$ cat config.mk
export PLATFORM = sky130hd
export DESIGN_NAME = sparse_matrix_vector_product_unit
export DESIGN_NICKNAME = d
export VERILOG_FILES = /design/src/smvp_pkg.sv /design/src/sparse_matrix_vector_product_unit.sv /design/src/smvp_accum.sv
export SDC_FILE = /design/constraint.sdc
export NUM_CORES = 2
export LEC_CHECK = 0
export BUFFER_PORTS_ARGS = -buffer_cell sky130_fd_sc_hd__buf_2
export CAP_MARGIN = 0
export CORE_MARGIN = 10
export CORE_UTILIZATION = 65
export CTS_BUF_LIST = sky130_fd_sc_hd__clkbuf_4 sky130_fd_sc_hd__clkbuf_8
export CTS_CLUSTER_SIZE = 24
export DETAILED_ROUTE_END_ITERATION = 10
export GPL_TIMING_DRIVEN = 0
export PLACE_DENSITY_LB_ADDON = 0.08
export SYNTH_ARGS = -nofsm -noshare
export SYNTH_HDL_FRONTEND = slang
export SYNTH_HIERARCHICAL = 1
export SYNTH_SLANG_ARGS = --single-unit
$ cat constraint.sdc
create_clock -name clock -period 9.25 [get_ports clock]
set_clock_uncertainty 0.15 [all_clocks]
set_input_delay 0.4625 -clock clock [delete_from_list [all_inputs] [get_ports clock]]
set_output_delay 0.4625 -clock clock [all_outputs]
set_load 0.01 [all_outputs]
$ cat src/smvp_pkg.sv
// shared types, codes and limits of the sparse matrix vector product unit
package smvp_pkg;

   // fixed field widths
   localparam int ROW_WIDTH   = 4;
   localparam int COL_WIDTH   = 4;
   localparam int DATA_WIDTH  = 16;
   localparam int SUM_WIDTH   = 40;
   localparam int CSR_WIDTH   = 5;
   localparam int CSR_INDEX_WIDTH = 2;
   localparam int ROW_LIMIT   = 16;
   localparam int LIMIT_WIDTH = 9;

   // parameter defaults
   localparam int DEF_MAX_ROWS    = 16;
   localparam int DEF_MAX_COLS    = 16;
   localparam int DEF_MAX_ENTRIES = 64;
   localparam int DEF_VALUE_WIDTH = 16;

   // command codes
   localparam logic [1:0] CMD_INSERT  = 2'd0;
   localparam logic [1:0] CMD_LOAD    = 2'd1;
   localparam logic [1:0] CMD_COMPUTE = 2'd2;
   localparam logic [1:0] CMD_CLEAR   = 2'd3;

   // status codes
   localparam logic [1:0] STATUS_PRODUCT   = 2'd0;
   localparam logic [1:0] STATUS_FULL      = 2'd1;
   localparam logic [1:0] STATUS_BAD_INDEX = 2'd2;

   // register indexes
   localparam logic [CSR_INDEX_WIDTH-1:0] CSR_NUM_ROWS = 2'd0;
   localparam logic [CSR_INDEX_WIDTH-1:0] CSR_NUM_COLS = 2'd1;

   typedef struct packed {
      logic [1:0]                  command;
      logic [ROW_WIDTH-1:0]        row_index;
      logic [COL_WIDTH-1:0]        col_index;
      logic signed [DATA_WIDTH-1:0] data_value;
   } req_type;

   typedef struct packed {
      logic [ROW_WIDTH-1:0]        result_row;
      logic signed [SUM_WIDTH-1:0] row_sum;
      logic                        last;
      logic [1:0]                  status;
   } rsp_type;

   // control from the sequencer to the accumulator
   typedef struct packed {
      logic                 clear;
      logic                 mac_valid;
      logic [ROW_WIDTH-1:0] mac_row;
      logic [ROW_WIDTH-1:0] emit_row;
   } acc_ctrl_type;

endpackage

$ cat src/sparse_matrix_vector_product_unit.sv
// sparse matrix vector product unit: entry store, vector store and sequencer
//
//  channel  direction  handshake        carries
//  req_     in         valid / stall    req_type command and operands
//  rsp_     out        valid / stall    rsp_type row sum or status
//  csr_     in         valid / ready    register index and data
//
// insert, load and clear complete in the idle state; an error result loads the output register.
// compute scans the store (one entry read per cycle from the entry memory), waits for the scan
// pipeline to drain, then reads the accumulator and writes the output register for each row.
// reset clears the entry count, valid bits and sequencer state, and sets both registers to 16.
// no request is taken during a compute run or while a result is stalled at the output.
module sparse_matrix_vector_product_unit #(
   parameter int MAX_ROWS    = smvp_pkg::DEF_MAX_ROWS,
   parameter int MAX_COLS    = smvp_pkg::DEF_MAX_COLS,
   parameter int MAX_ENTRIES = smvp_pkg::DEF_MAX_ENTRIES,
   parameter int VALUE_WIDTH = smvp_pkg::DEF_VALUE_WIDTH
) (
   input  logic                                   clock,
   input  logic                                   reset,
   input  logic                                   req_valid,
   output logic                                   req_stall,
   input  smvp_pkg::req_type                      req_payload,
   output logic                                   rsp_valid,
   input  logic                                   rsp_stall,
   output smvp_pkg::rsp_type                      rsp_payload,
   input  logic                                   csr_valid,
   output logic                                   csr_ready,
   input  logic [smvp_pkg::CSR_INDEX_WIDTH-1:0]   csr_index,
   input  logic [smvp_pkg::CSR_WIDTH-1:0]         csr_data
);
   import smvp_pkg::*;

   localparam int VEC_DEPTH = (MAX_COLS < ROW_LIMIT) ? MAX_COLS : ROW_LIMIT;
   localparam int VIW       = (VEC_DEPTH > 1) ? $clog2(VEC_DEPTH) : 1;
   localparam int EAW       = (MAX_ENTRIES > 1) ? $clog2(MAX_ENTRIES) : 1;
   localparam int CW        = $clog2(MAX_ENTRIES + 1);
   localparam int EW        = ROW_WIDTH + COL_WIDTH + VALUE_WIDTH;

   localparam logic [2:0] ST_IDLE    = 3'd0;
   localparam logic [2:0] ST_SCAN    = 3'd1;
   localparam logic [2:0] ST_DRAIN   = 3'd2;
   localparam logic [2:0] ST_EMIT_RD = 3'd3;
   localparam logic [2:0] ST_EMIT_WR = 3'd4;

   logic [2:0]            state_ff, state_in;
   logic [CSR_WIDTH-1:0]  num_rows_ff, num_cols_ff;
   logic [CW-1:0]         count_ff, count_in;
   logic [CW-1:0]         scan_idx_ff, scan_idx_in;
   logic [4:0]            emit_row_ff, emit_row_in;

   logic [LIMIT_WIDTH-1:0] rows_lim, cols_lim;
   logic [4:0]             rows_out;

   logic                  req_xfer;
   logic                  out_free;
   logic                  rsp_valid_ff;
   rsp_type               rsp_payload_ff;
   logic                  rsp_load;
   rsp_type               rsp_next;

   logic signed [VALUE_WIDTH-1:0] in_value;

   logic [EW-1:0]         ent_mem [MAX_ENTRIES];
   logic [EW-1:0]         ent_rd_ff;
   logic                  ent_we;
   logic                  p1_valid_ff, p1_valid_in;

   logic signed [VALUE_WIDTH-1:0] vec_mem [VEC_DEPTH];
   logic [VEC_DEPTH-1:0]  vec_valid_ff;
   logic                  vec_we;
   logic signed [VALUE_WIDTH-1:0] vec_rd_ff;
   logic                  p2_vvalid_ff;
   logic                  p2_valid_ff;
   logic [ROW_WIDTH-1:0]  p2_row_ff;
   logic signed [VALUE_WIDTH-1:0] p2_value_ff;

   logic [ROW_WIDTH-1:0]  ent_row;
   logic [COL_WIDTH-1:0]  ent_col;
   logic signed [VALUE_WIDTH-1:0] ent_value;

   acc_ctrl_type          acc_ctrl;
   logic signed [VALUE_WIDTH-1:0] mac_element;
   logic signed [SUM_WIDTH-1:0]   acc_sum;
   logic                  acc_busy;

   // input value taken as its low bits, or zero extended when the value width is wider
   generate
      if (VALUE_WIDTH <= DATA_WIDTH) begin : g_narrow
         assign in_value = req_payload.data_value[VALUE_WIDTH-1:0];
      end else begin : g_wide
         assign in_value = {{(VALUE_WIDTH-DATA_WIDTH){1'b0}}, req_payload.data_value};
      end
   endgenerate

   // register limits with out-of-range values clamped
   always_comb begin
      if (num_rows_ff == '0) begin
         rows_lim = LIMIT_WIDTH'(1);
      end else if (LIMIT_WIDTH'(num_rows_ff) > LIMIT_WIDTH'(MAX_ROWS)) begin
         rows_lim = LIMIT_WIDTH'(MAX_ROWS);
      end else begin
         rows_lim = LIMIT_WIDTH'(num_rows_ff);
      end
      if (num_cols_ff == '0) begin
         cols_lim = LIMIT_WIDTH'(1);
      end else if (LIMIT_WIDTH'(num_cols_ff) > LIMIT_WIDTH'(MAX_COLS)) begin
         cols_lim = LIMIT_WIDTH'(MAX_COLS);
      end else begin
         cols_lim = LIMIT_WIDTH'(num_cols_ff);
      end
      rows_out = (rows_lim > LIMIT_WIDTH'(ROW_LIMIT)) ? 5'(ROW_LIMIT) : rows_lim[4:0];
   end

   // configuration writes
   assign csr_ready = 1'b1;
   always_ff @(posedge clock) begin
      if (reset) begin
         num_rows_ff <= CSR_WIDTH'(ROW_LIMIT);
         num_cols_ff <= CSR_WIDTH'(ROW_LIMIT);
      end else if (csr_valid && csr_ready) begin
         case (csr_index)
            CSR_NUM_ROWS: num_rows_ff <= csr_data;
            CSR_NUM_COLS: num_cols_ff <= csr_data;
            default: ;
         endcase
      end
   end

   // input transfer
   assign out_free  = !rsp_valid_ff || !rsp_stall;
   assign req_stall = (state_ff != ST_IDLE) || !out_free;
   assign req_xfer  = req_valid && !req_stall;

   // entry fields of the scan read
   assign ent_row   = ent_rd_ff[EW-1 -: ROW_WIDTH];
   assign ent_col   = ent_rd_ff[VALUE_WIDTH +: COL_WIDTH];
   assign ent_value = ent_rd_ff[VALUE_WIDTH-1:0];

   // sequencer and command decode
   always_comb begin
      state_in    = state_ff;
      count_in    = count_ff;
      scan_idx_in = scan_idx_ff;
      emit_row_in = emit_row_ff;
      ent_we      = 1'b0;
      vec_we      = 1'b0;
      p1_valid_in = 1'b0;
      rsp_load    = 1'b0;
      rsp_next    = '0;
      rsp_next.last = 1'b1;
      acc_ctrl    = '0;
      acc_ctrl.emit_row = emit_row_ff[ROW_WIDTH-1:0];
      case (state_ff)
         ST_IDLE: begin
            if (req_xfer) begin
               case (req_payload.command)
                  CMD_INSERT: begin
                     rsp_next.result_row = req_payload.row_index;
                     if ((LIMIT_WIDTH'(req_payload.row_index) >= rows_lim) ||
                         (LIMIT_WIDTH'(req_payload.col_index) >= cols_lim)) begin
                        rsp_load        = 1'b1;
                        rsp_next.status = STATUS_BAD_INDEX;
                     end else if (count_ff >= CW'(MAX_ENTRIES)) begin
                        rsp_load        = 1'b1;
                        rsp_next.status = STATUS_FULL;
                     end else begin
                        ent_we   = 1'b1;
                        count_in = count_ff + 1'b1;
                     end
                  end
                  CMD_LOAD: begin
                     if (LIMIT_WIDTH'(req_payload.col_index) >= cols_lim) begin
                        rsp_load        = 1'b1;
                        rsp_next.status = STATUS_BAD_INDEX;
                     end else begin
                        vec_we = 1'b1;
                     end
                  end
                  CMD_COMPUTE: begin
                     acc_ctrl.clear = 1'b1;
                     scan_idx_in    = '0;
                     state_in       = ST_SCAN;
                  end
                  default: begin
                     count_in = '0;
                  end
               endcase
            end
         end
         ST_SCAN: begin
            if (scan_idx_ff < count_ff) begin
               p1_valid_in = 1'b1;
               scan_idx_in = scan_idx_ff + 1'b1;
            end else begin
               state_in = ST_DRAIN;
            end
         end
         ST_DRAIN: begin
            if (!p1_valid_ff && !p2_valid_ff && !acc_busy) begin
               emit_row_in = '0;
               state_in    = ST_EMIT_RD;
            end
         end
         ST_EMIT_RD: begin
            state_in = ST_EMIT_WR;
         end
         ST_EMIT_WR: begin
            if (out_free) begin
               rsp_load            = 1'b1;
               rsp_next.result_row = emit_row_ff[ROW_WIDTH-1:0];
               rsp_next.row_sum    = acc_sum;
               rsp_next.status     = STATUS_PRODUCT;
               rsp_next.last       = (emit_row_ff + 1'b1 == rows_out);
               if (emit_row_ff + 1'b1 == rows_out) begin
                  state_in = ST_IDLE;
               end else begin
                  emit_row_in = emit_row_ff + 1'b1;
                  state_in    = ST_EMIT_RD;
               end
            end
         end
         default: begin
            state_in = ST_IDLE;
         end
      endcase
      // multiply-accumulate request from the third scan stage
      acc_ctrl.mac_valid = p2_valid_ff;
      acc_ctrl.mac_row   = p2_row_ff;
   end

   // control registers
   always_ff @(posedge clock) begin
      if (reset) begin
         state_ff     <= ST_IDLE;
         count_ff     <= '0;
         scan_idx_ff  <= '0;
         emit_row_ff  <= '0;
         p1_valid_ff  <= 1'b0;
         p2_valid_ff  <= 1'b0;
         rsp_valid_ff <= 1'b0;
      end else begin
         state_ff    <= state_in;
         count_ff    <= count_in;
         scan_idx_ff <= scan_idx_in;
         emit_row_ff <= emit_row_in;
         p1_valid_ff <= p1_valid_in;
         p2_valid_ff <= p1_valid_ff;
         if (rsp_load) begin
            rsp_valid_ff <= 1'b1;
         end else if (!rsp_stall) begin
            rsp_valid_ff <= 1'b0;
         end
      end
   end

   // output register
   always_ff @(posedge clock) begin
      if (rsp_load) begin
         rsp_payload_ff <= rsp_next;
      end
   end

   assign rsp_valid   = rsp_valid_ff;
   assign rsp_payload = rsp_payload_ff;

   // entry memory
   always_ff @(posedge clock) begin
      if (ent_we) begin
         ent_mem[count_ff[EAW-1:0]] <= {req_payload.row_index, req_payload.col_index,
                                        in_value};
      end
      ent_rd_ff <= ent_mem[scan_idx_ff[EAW-1:0]];
   end

   // vector memory, read at the column of the entry just read
   always_ff @(posedge clock) begin
      if (vec_we) begin
         vec_mem[req_payload.col_index[VIW-1:0]] <= in_value;
      end
      vec_rd_ff   <= vec_mem[ent_col[VIW-1:0]];
      p2_row_ff   <= ent_row;
      p2_value_ff <= ent_value;
   end

   // vector valid bits: an element never loaded since clear reads as zero
   always_ff @(posedge clock) begin
      if (reset) begin
         vec_valid_ff <= '0;
         p2_vvalid_ff <= 1'b0;
      end else begin
         p2_vvalid_ff <= vec_valid_ff[ent_col[VIW-1:0]];
         if (req_xfer && (req_payload.command == CMD_CLEAR)) begin
            vec_valid_ff <= '0;
         end else if (vec_we) begin
            vec_valid_ff[req_payload.col_index[VIW-1:0]] <= 1'b1;
         end
      end
   end

   assign mac_element = p2_vvalid_ff ? vec_rd_ff : '0;

   smvp_accum #(
      .MAX_ROWS    (MAX_ROWS),
      .VALUE_WIDTH (VALUE_WIDTH)
   ) u_accum (
      .clock       (clock),
      .reset       (reset),
      .ctrl        (acc_ctrl),
      .mac_value   (p2_value_ff),
      .mac_element (mac_element),
      .rd_sum      (acc_sum),
      .busy        (acc_busy)
   );

`ifndef ASSERT_OFF
   // entry count stays within the store
   assert property (@(posedge clock) disable iff (reset)
      count_ff <= CW'(MAX_ENTRIES))
      else $error("entry count beyond store depth");

   // results are read only after the scan pipeline has drained
   assert property (@(posedge clock) disable iff (reset)
      (state_ff == ST_EMIT_RD) |-> (!p1_valid_ff && !p2_valid_ff && !acc_busy))
      else $error("accumulator read while scan in flight");

   // output row stays within the rows in use
   assert property (@(posedge clock) disable iff (reset)
      (state_ff == ST_EMIT_WR) |-> (emit_row_ff < rows_out))
      else $error("output row beyond rows in use");

   // an accepted compute starts the scan
   assert property (@(posedge clock) disable iff (reset)
      (req_xfer && (req_payload.command == CMD_COMPUTE)) |=> (state_ff == ST_SCAN))
      else $error("compute did not start scan");
`endif

endmodule

$ cat src/smvp_accum.sv
// row accumulator memory with multiply, read-modify-write and forwarding
module smvp_accum #(
   parameter int MAX_ROWS    = smvp_pkg::DEF_MAX_ROWS,
   parameter int VALUE_WIDTH = smvp_pkg::DEF_VALUE_WIDTH
) (
   input  logic                                 clock,
   input  logic                                 reset,
   input  smvp_pkg::acc_ctrl_type               ctrl,
   input  logic signed [VALUE_WIDTH-1:0]        mac_value,
   input  logic signed [VALUE_WIDTH-1:0]        mac_element,
   output logic signed [smvp_pkg::SUM_WIDTH-1:0] rd_sum,
   output logic                                 busy
);
   import smvp_pkg::*;

   localparam int ACC_DEPTH = (MAX_ROWS < ROW_LIMIT) ? MAX_ROWS : ROW_LIMIT;
   localparam int AIW       = (ACC_DEPTH > 1) ? $clog2(ACC_DEPTH) : 1;
   localparam int PW        = 2 * VALUE_WIDTH;

   logic signed [SUM_WIDTH-1:0] acc_mem [ACC_DEPTH];
   logic [ACC_DEPTH-1:0]        acc_valid_ff;
   logic signed [SUM_WIDTH-1:0] rd_data_ff;
   logic                        rd_valid_ff;
   logic [AIW-1:0]              rd_addr;

   logic signed [PW-1:0]        prod_full;
   logic signed [SUM_WIDTH-1:0] prod_ext;
   logic signed [SUM_WIDTH-1:0] prod_ff;
   logic [AIW-1:0]              prod_row_ff;
   logic                        prod_valid_ff;

   logic                        fwd_valid_ff;
   logic [AIW-1:0]              fwd_row_ff;
   logic signed [SUM_WIDTH-1:0] fwd_data_ff;

   logic signed [SUM_WIDTH-1:0] base;
   logic signed [SUM_WIDTH-1:0] new_sum;

   // product of entry value and vector element, fitted to the sum width
   assign prod_full = mac_value * mac_element;
   generate
      if (PW >= SUM_WIDTH) begin : g_trunc
         assign prod_ext = prod_full[SUM_WIDTH-1:0];
      end else begin : g_sext
         assign prod_ext = {{(SUM_WIDTH-PW){prod_full[PW-1]}}, prod_full};
      end
   endgenerate

   // product stage
   always_ff @(posedge clock) begin
      if (reset) begin
         prod_valid_ff <= 1'b0;
      end else begin
         prod_valid_ff <= ctrl.mac_valid;
      end
      prod_ff     <= prod_ext;
      prod_row_ff <= ctrl.mac_row[AIW-1:0];
   end

   // read address: incoming row during a scan, output row otherwise
   assign rd_addr = ctrl.mac_valid ? ctrl.mac_row[AIW-1:0] : ctrl.emit_row[AIW-1:0];

   // base of the add, forwarded when the previous write hit the same row
   always_comb begin
      if (fwd_valid_ff && (fwd_row_ff == prod_row_ff)) begin
         base = fwd_data_ff;
      end else if (rd_valid_ff) begin
         base = rd_data_ff;
      end else begin
         base = '0;
      end
   end

   assign new_sum = base + prod_ff;

   // memory read and write back
   always_ff @(posedge clock) begin
      rd_data_ff <= acc_mem[rd_addr];
      if (prod_valid_ff) begin
         acc_mem[prod_row_ff] <= new_sum;
      end
   end

   // row valid bits and forwarding register
   always_ff @(posedge clock) begin
      if (reset) begin
         acc_valid_ff <= '0;
         rd_valid_ff  <= 1'b0;
         fwd_valid_ff <= 1'b0;
      end else begin
         rd_valid_ff  <= acc_valid_ff[rd_addr];
         fwd_valid_ff <= prod_valid_ff;
         if (ctrl.clear) begin
            acc_valid_ff <= '0;
         end else if (prod_valid_ff) begin
            acc_valid_ff[prod_row_ff] <= 1'b1;
         end
      end
      fwd_row_ff  <= prod_row_ff;
      fwd_data_ff <= new_sum;
   end

   assign rd_sum = rd_valid_ff ? rd_data_ff : '0;
   assign busy   = prod_valid_ff;

endmodule

# ---- Word level (Yosys, flattened, before mapping)
# Memory sizes are Yosys's and may differ from the RTL's. A register that Yosys moved wholly into a read port is not among the register bits.
# Index checks and enable logic that the tools add are counted.
dict set report word_totals {
  ff_bits 218
  mem_bits_rw 2432
  input_bits 38
  output_inout_bits 50
  n_memories 3
}
dict set report classes {
  n_addsub 4
  mul 1
  magnitude_cmp 13
  n_eq_ne 20
  n_mux 73
  n_bitwise 4
  n_reduce_logical 36
}
# name words width rd rd_clocked_by_memory_dff wr line_no
set mem_list {}
lappend mem_list {ent_mem 64 24 1 1 1 sparse_matrix_vector_product_unit.sv:64} ;# logic [EW-1:0] ent_mem [MAX_ENTRIES];
lappend mem_list {u_accum.acc_mem 16 40 1 1 1 smvp_accum.sv:20} ;# logic signed [SUM_WIDTH-1:0] acc_mem [ACC_DEPTH];
lappend mem_list {vec_mem 16 16 1 1 1 sparse_matrix_vector_product_unit.sv:69} ;# logic signed [VALUE_WIDTH-1:0] vec_mem [VEC_DEPTH];
# operator n
set ops {}
lappend ops {{40-bit two-way mux} 2}
lappend ops {{47-bit two-way mux} 1}
lappend ops {{40-bit by 32-bit adder with 40-bit output} 1}
lappend ops {{5-bit two-way mux} 7}
lappend ops {{7-bit two-way mux} 5}
lappend ops {{16-bit by 16-bit multiplier with 32-bit output} 1}
lappend ops {{16-bit OR} 2}
lappend ops {{1-bit two-way mux} 31}
lappend ops {{7-bit case mux with 2 select lines} 2}
lappend ops {{4-bit by 5-bit less-than comparator with 1-bit output, second input constant} 4}
lappend ops {{4-bit by 9-bit greater-or-equal comparator with 1-bit output} 2}
lappend ops {{16-bit two-way mux} 1}
lappend ops {{2-bit != test, second input constant} 8}
lappend ops {{3-bit two-way mux} 5}
lappend ops {{3-bit case mux with 5 select lines} 1}
lappend ops {{7-bit by 1-bit adder with 7-bit output, second input constant} 2}
lappend ops {{4-bit two-way mux} 3}
lappend ops {{5-bit > comparator, second input constant} 2}
lappend ops {{5-bit zero test} 2}
lappend ops {{5-bit case mux with 2 select lines} 1}
lappend ops {{5-bit AND reduction} 2}
lappend ops {{9-bit by 5-bit > comparator with 1-bit output, second input constant} 1}
lappend ops {{9-bit two-way mux} 1}
lappend ops {{1-bit binary-select mux with 4-bit select} 2}
lappend ops {{other kinds (28)} 62}

# ---- Depth between registers and ports, before layout
dict set report logic_depth {
  word_depth 11
  depth_mapped 25
}

# ---- By module
# The synthesis kept the hierarchy.
# module instances cells_each area_per_inst_um2 seq_area_each_um2
set by_module_without_submodules {}
lappend by_module_without_submodules {sparse_matrix_vector_product_unit 1 3275 74273.7 57465.1}
lappend by_module_without_submodules {smvp_accum 1 2761 40133.5 22001.1}

# ---- Worst setup path before layout
# No wires, ideal clock.
dict set report synth_timing {
  kind {reg-to-reg}
  startpoint {register p2_vvalid_ff}
  endpoint {register u_accum.prod_ff[29]}
  arrival_ns 6.142
  t_required_ns 8.964
  slack_ns 2.822
  stages_incl_launch_ff 25
  cell_sequence {dfxtp_1 clkbuf_1 and2_1 clkbuf_1 nand2_1 fa_1 inv_1 fa_1 inv_1 fa_1 fa_1 inv_1 fa_1 inv_1 fa_1 inv_1 ha_1 and3_1 a221o_1 and2_1 nor2_1 o31ai_1 a21oi_1 mux2i_1 o2111ai_1}
}
dict set report synth_via {
  elab_chain_cells 2
}
# item line_no
set synth_rtl {}
lappend synth_rtl {{start: declaration} sparse_matrix_vector_product_unit.sv:73} ;# logic p2_vvalid_ff;
lappend synth_rtl {{start signal: assignment} sparse_matrix_vector_product_unit.sv:292} ;# p2_vvalid_ff <= vec_valid_ff[ent_col[VIW-1:0]];
lappend synth_rtl {{16-bit two-way mux} sparse_matrix_vector_product_unit.sv:301} ;# assign mac_element = p2_vvalid_ff ? vec_rd_ff : '0;
lappend synth_rtl {{named net mac_element[6]} sparse_matrix_vector_product_unit.sv:83} ;# logic signed [VALUE_WIDTH-1:0] mac_element;
lappend synth_rtl {{16-bit by 16-bit multiplier with 32-bit output} smvp_accum.sv:40} ;# assign prod_full = mac_value * mac_element;
lappend synth_rtl {{named net u_accum.prod_full[29]} smvp_accum.sv:26} ;# logic signed [PW-1:0] prod_full;
lappend synth_rtl {{end signal: assignment} smvp_accum.sv:56} ;# prod_ff <= prod_ext;
lappend synth_rtl {{end: declaration} smvp_accum.sv:28} ;# logic signed [SUM_WIDTH-1:0] prod_ff;
# The timed path passes the listed nets, and every way through them passes these cells.
# A chain may end at the register's enable or synchronous reset.

# ---- Worst setup path in the final report
dict set report layout_timing {
  startpoint {register u_accum.prod_row_ff[0]}
  endpoint {memory u_accum.acc_mem[3][35] (data pin)}
}
dict set report layout_via {
  elab_chain_cells 4
}
# item line_no
set layout_rtl {}
lappend layout_rtl {{start: declaration} smvp_accum.sv:29} ;# logic [AIW-1:0] prod_row_ff;
lappend layout_rtl {{start signal: assignment} smvp_accum.sv:57} ;# prod_row_ff <= ctrl.mac_row[AIW-1:0];
lappend layout_rtl {{4-bit equality test} smvp_accum.sv:65} ;# if (fwd_valid_ff && (fwd_row_ff == prod_row_ff)) begin
lappend layout_rtl {{1-bit logical AND} smvp_accum.sv:65}
lappend layout_rtl {{40-bit two-way mux} smvp_accum.sv:65}
lappend layout_rtl {{40-bit by 32-bit adder with 40-bit output} smvp_accum.sv:74} ;# assign new_sum = base + prod_ff;
lappend layout_rtl {{named net u_accum.new_sum[35]} smvp_accum.sv:37} ;# logic signed [SUM_WIDTH-1:0] new_sum;
lappend layout_rtl {{end: declaration} smvp_accum.sv:20}
# The timed path passes the listed nets, and every way through them passes these cells.

==> run summary <==
The aggregate global-route resource usage was 30.3%; the max-capacitance violation count was 1. The total count of hold-check failures in the final report came out at 0. The number of global-route vias before repair is 61.9k, and the final cycle utilization of the critical path is 90.6%. The setup total negative slack was 0 ns; the endpoint arrival time on the critical path was 8.88 ns.

Dividing the synthesized area by the synthesized cell count gives 19.0 um2. In this run the register-to-register setup slack is 0.87 ns. The final reports fail on max-capacitance violations. For the final count of pins violating max slew, the log shows 0.

The DRC violation count after routing came out at 0. The detail-routed net length per standard cell was 30.9 um. From bottom edge to top edge, the die measures 440 um. In this run the worst path has a maximum fanout of 17. In the synthesized netlist, the number of instances is 6036.

The largest buffer count on any clock path was 4. Setup violations remaining at the end of the flow were counted as 0. In this run, synthesis inferred 2479 flip-flops with an integrated enable.

At the end of routability-driven placement, the weighted congestion stood at 0.925. Row generation in the floorplan step produced 153 rows. Once detail routing completed, the nets flagged for antenna violations numbered 0. For this run, the detailed router's first-pass iteration total came to 5. The kind of path behind the tightest hold check was in2reg.

Compared with the post-synthesis result, the final layout area differs by 13.2%. After clock tree synthesis, the clock-pin slew on the worst setup and hold paths is 0.06 ns. Entering global routing, the biggest net connects 81 pins.

Measured against its own limit, the worst slew margin works out to 0.206%. The worst setup path is captured at a register. In this run the power density over the cells is 190 nW/um2. The total congestion overflow was 0.

Setup repair after global routing left no endpoint under its margin. The core region is 174000 um2. The clock root buffer master is sky130_fd_sc_hd__clkbuf_8. The clock reaches the later pin of the worst-skew pair after 1.10 ns. The fraction of registers with async set or reset after synthesis was 0%.

TritonCTS built the clock tree. The mapped netlist covers 114000 um2. From left edge to right edge, the die measures 440 um. The maximum VDD drop is 0.000201 V. For this design, the sink count on the clock tree is 2730.

OpenSTA, run right after detailed placement, puts the worst setup slack at 0.905 ns. The clock period could shrink to 8.38 ns. The number of levels the H-tree was split into was 5; the fraction of final layout cells with drive strength greater than 1 was 26.3%. The setup path with the least slack is of type reg2reg.

The analysis attributes to cell leakage a power of 43.8 nW. Static timing analysis puts the maximum clock frequency at 0.119 GHz. Counting the buffers created by CTS gives 429.

The net total in the final layout came out at 7136. The floorplan step defined a die boundary enclosing 193000 um2. Sequential cells were found to cover 69.5% of the synthesized design area.

For the total number of vias, the log shows 60.3k. After legalization and detailed placement, the total HPWL measured 191000 um. The flow ran to the end, but the final reports show violations. For the initial antenna violation count, the log shows 20. The average via count per standard cell is 6.44, and the I/O pin count is 88.

The number of nets handed over by synthesis was 6480. The starting utilization of the core area was 65.6%. The violation count after the first detailed-route iteration is 6545, and the smallest setup slack after layout is 0.866 ns.

Data on the critical path is required at its endpoint by 9.74 ns. Register bit count reported by yosys: 2730. The most used flip-flop cell after synthesis is sky130_fd_sc_hd__edfxtp_1. For this block, the routed nets add up to 289000 um of wire. The logs give 78 for the distinct cell type count of the synthesized netlist and 423000 um for the first-pass GRT wire length. During synthesis, Yosys emitted a total of 6 warnings. At the pin with the least slew margin, the transition time is 1.50 ns. Input and output buffers added on the ports amount to 86. The startpoint type of the worst setup path was a register.
==> final timing paths <==
path	from	endpoint	cells past startpoint
worst max-delay path	u_accum/prod_row_ff[0]	u_accum/acc_mem[3][35]	17
worst min-delay path	req_payload[23]	ent_mem[3][23]	1
worst max register to register	u_accum/prod_row_ff[0]	u_accum/acc_mem[3][35]	17
worst min register to register	ent_rd_ff[2]	p2_value_ff[2]	0
==> power by group <==
| group | switching (mW) | internal (mW) |
|---|---|---|
| logic | 0.566 | 0.340 |
| registers | 0.0432 | 13.5 |
| clock network | 4.63 | 5.61 |
==> synthesized netlist by cell type (all sizes together), types with 76 or more instances <==
| cell | count | share of area, % |
|---|---|---|
| buf | 120 | 0.54 |
| nor2 | 161 | 0.53 |
| edfxtp | 2479 | 65 |
| nand2 | 298 | 0.98 |
| inv | 354 | 1.2 |
| a211oi | 87 | 0.57 |
| and2 | 233 | 1.3 |
| fa | 263 | 4.6 |
| clkbuf | 166 | 0.55 |
| mux4 | 700 | 14 |
| dfxtp | 251 | 4.4 |
| ha | 143 | 1.6 |
| a21oi | 76 | 0.33 |
==> metal layers <==
metal  track usage, %  up-vias  wire (um)  share of wire, %
met5                0        -        115             0.040
met4             14.2       18      15600               5.4
met3             6.81      731      26600               9.2
li1                 -    25000          -                 -
met1             39.9    31400     106000                37
met2             48.6     3202     141000                49
==> cell type report <==
cell class	instances	area (um2)
plain buffers	286	1240
multi-input cells	2665	33100
clock buffers	595	7360
well taps	2325	2910
fillers	10100	44900
clock inverters	178	1260
inverters	355	1330
diodes	9	22.5
flip-flops and latches	2730	79500
repair buffers	225	2770
==> worst max-delay path: stages, from the launching register on <==
cell                       delay, ns
sky130_fd_sc_hd__dfxtp_1        0.32
sky130_fd_sc_hd__clkbuf_1       0.42
sky130_fd_sc_hd__o21ai_0        0.16
sky130_fd_sc_hd__nor3_1         0.13
sky130_fd_sc_hd__and3_1         0.24
sky130_fd_sc_hd__clkbuf_1       0.21
sky130_fd_sc_hd__buf_1          0.83
sky130_fd_sc_hd__buf_1          0.80
sky130_fd_sc_hd__mux2_2         0.43
sky130_fd_sc_hd__ha_1           0.28
sky130_fd_sc_hd__clkbuf_1       0.31
sky130_fd_sc_hd__nand4_1        0.19
sky130_fd_sc_hd__nor4_1         1.00
sky130_fd_sc_hd__nand3_1        0.16
sky130_fd_sc_hd__o211ai_1       0.58
sky130_fd_sc_hd__o221ai_2       0.32
sky130_fd_sc_hd__o21ai_0        0.30
sky130_fd_sc_hd__xor2_1         1.06
==> through the flow <==
step | std cells | area (um2) | power, mW | util, % | hold WS, ns
finish | 9368 | 129000 | 24.7 | 74.2 | 0.0883
global route | 9361 | 129000 | 25.3 | 74.2 | 0.0650
CTS | 9350 | 129000 | 24.7 | 74.1 | 0.00530
detailed placement | 8542 | 120000 | 14.7 | 69.0 | 0.163
global placement | 8447 | 118000 | 14.6 | 67.5 | 0.162
floorplan | 6036 | 114000 | 14.2 | - | 0.160
==> kinds of logic (layout without fill, tap and decap cells) <==
| kind of cell | count (synthesis) | in the layout | synth area share [%] |
|---|---|---|---|
| AO/OA/AOI/OAI | 438 | 438 | 2.61 |
| AND/OR/NAND/NOR | 932 | 932 | 4.10 |
| other | 1 | 10 | 0.00328 |
| multiplexers | 812 | 812 | 14.8 |
| flip-flops | 2730 | 2730 | 69.5 |
| XOR/XNOR | 76 | 76 | 0.582 |
| buffers and inverters | 641 | 1639 | 2.25 |
| adder cells (fa/ha/maj) | 406 | 406 | 6.17 |
==> cell usage in the layout (no fill, tap or decap), types with 52 or more instances in the layout <==
cell type | netlist | routed
sky130_fd_sc_hd__and2_1 | 230 | 230
sky130_fd_sc_hd__mux4_2 | 700 | 700
sky130_fd_sc_hd__clkbuf_1 | 165 | 165
sky130_fd_sc_hd__fa_1 | 263 | 263
sky130_fd_sc_hd__mux2_2 | 62 | 62
sky130_fd_sc_hd__nor2_1 | 160 | 75
sky130_fd_sc_hd__nor2b_1 | 52 | 52
sky130_fd_sc_hd__and3_1 | 53 | 53
sky130_fd_sc_hd__o21ai_0 | 62 | 62
sky130_fd_sc_hd__clkbuf_8 | 0 | 462
sky130_fd_sc_hd__clkbuf_4 | 0 | 133
sky130_fd_sc_hd__a21oi_1 | 76 | 76
sky130_fd_sc_hd__clkinv_1 | 1 | 82
sky130_fd_sc_hd__clkinv_2 | 0 | 67
sky130_fd_sc_hd__ha_1 | 143 | 143
sky130_fd_sc_hd__edfxtp_1 | 2479 | 2479
sky130_fd_sc_hd__inv_1 | 354 | 354
sky130_fd_sc_hd__dfxtp_1 | 251 | 251
sky130_fd_sc_hd__nand2_1 | 298 | 298
sky130_fd_sc_hd__a211oi_1 | 87 | 86
sky130_fd_sc_hd__buf_2 | 63 | 131
sky130_fd_sc_hd__nor2_4 | 0 | 74
==> what timing repair did <==
action,in CTS,in global routing
hold buffers,35,7
gates resized for setup,0,0
endpoints found under the hold margin,1002,455
buffers inserted,0,0
==> registers in the layout, summed over array words and instances, names as in the netlist, 5 cells and up <==
name / flops
scan_idx_ff: 7
vec_mem: 256
vec_valid_ff: 16
u_accum/prod_ff: 32
ent_mem: 1536
num_rows_ff: 5
num_cols_ff: 5
ent_rd_ff: 24
vec_rd_ff: 16
u_accum/acc_valid_ff: 16
emit_row_ff: 5
u_accum/fwd_data_ff: 40
u_accum/rd_data_ff: 40
count_ff: 7
p2_value_ff: 16
u_accum/acc_mem: 640
rsp_payload: 47
Note: power is estimated with default switching activity, not from simulation.
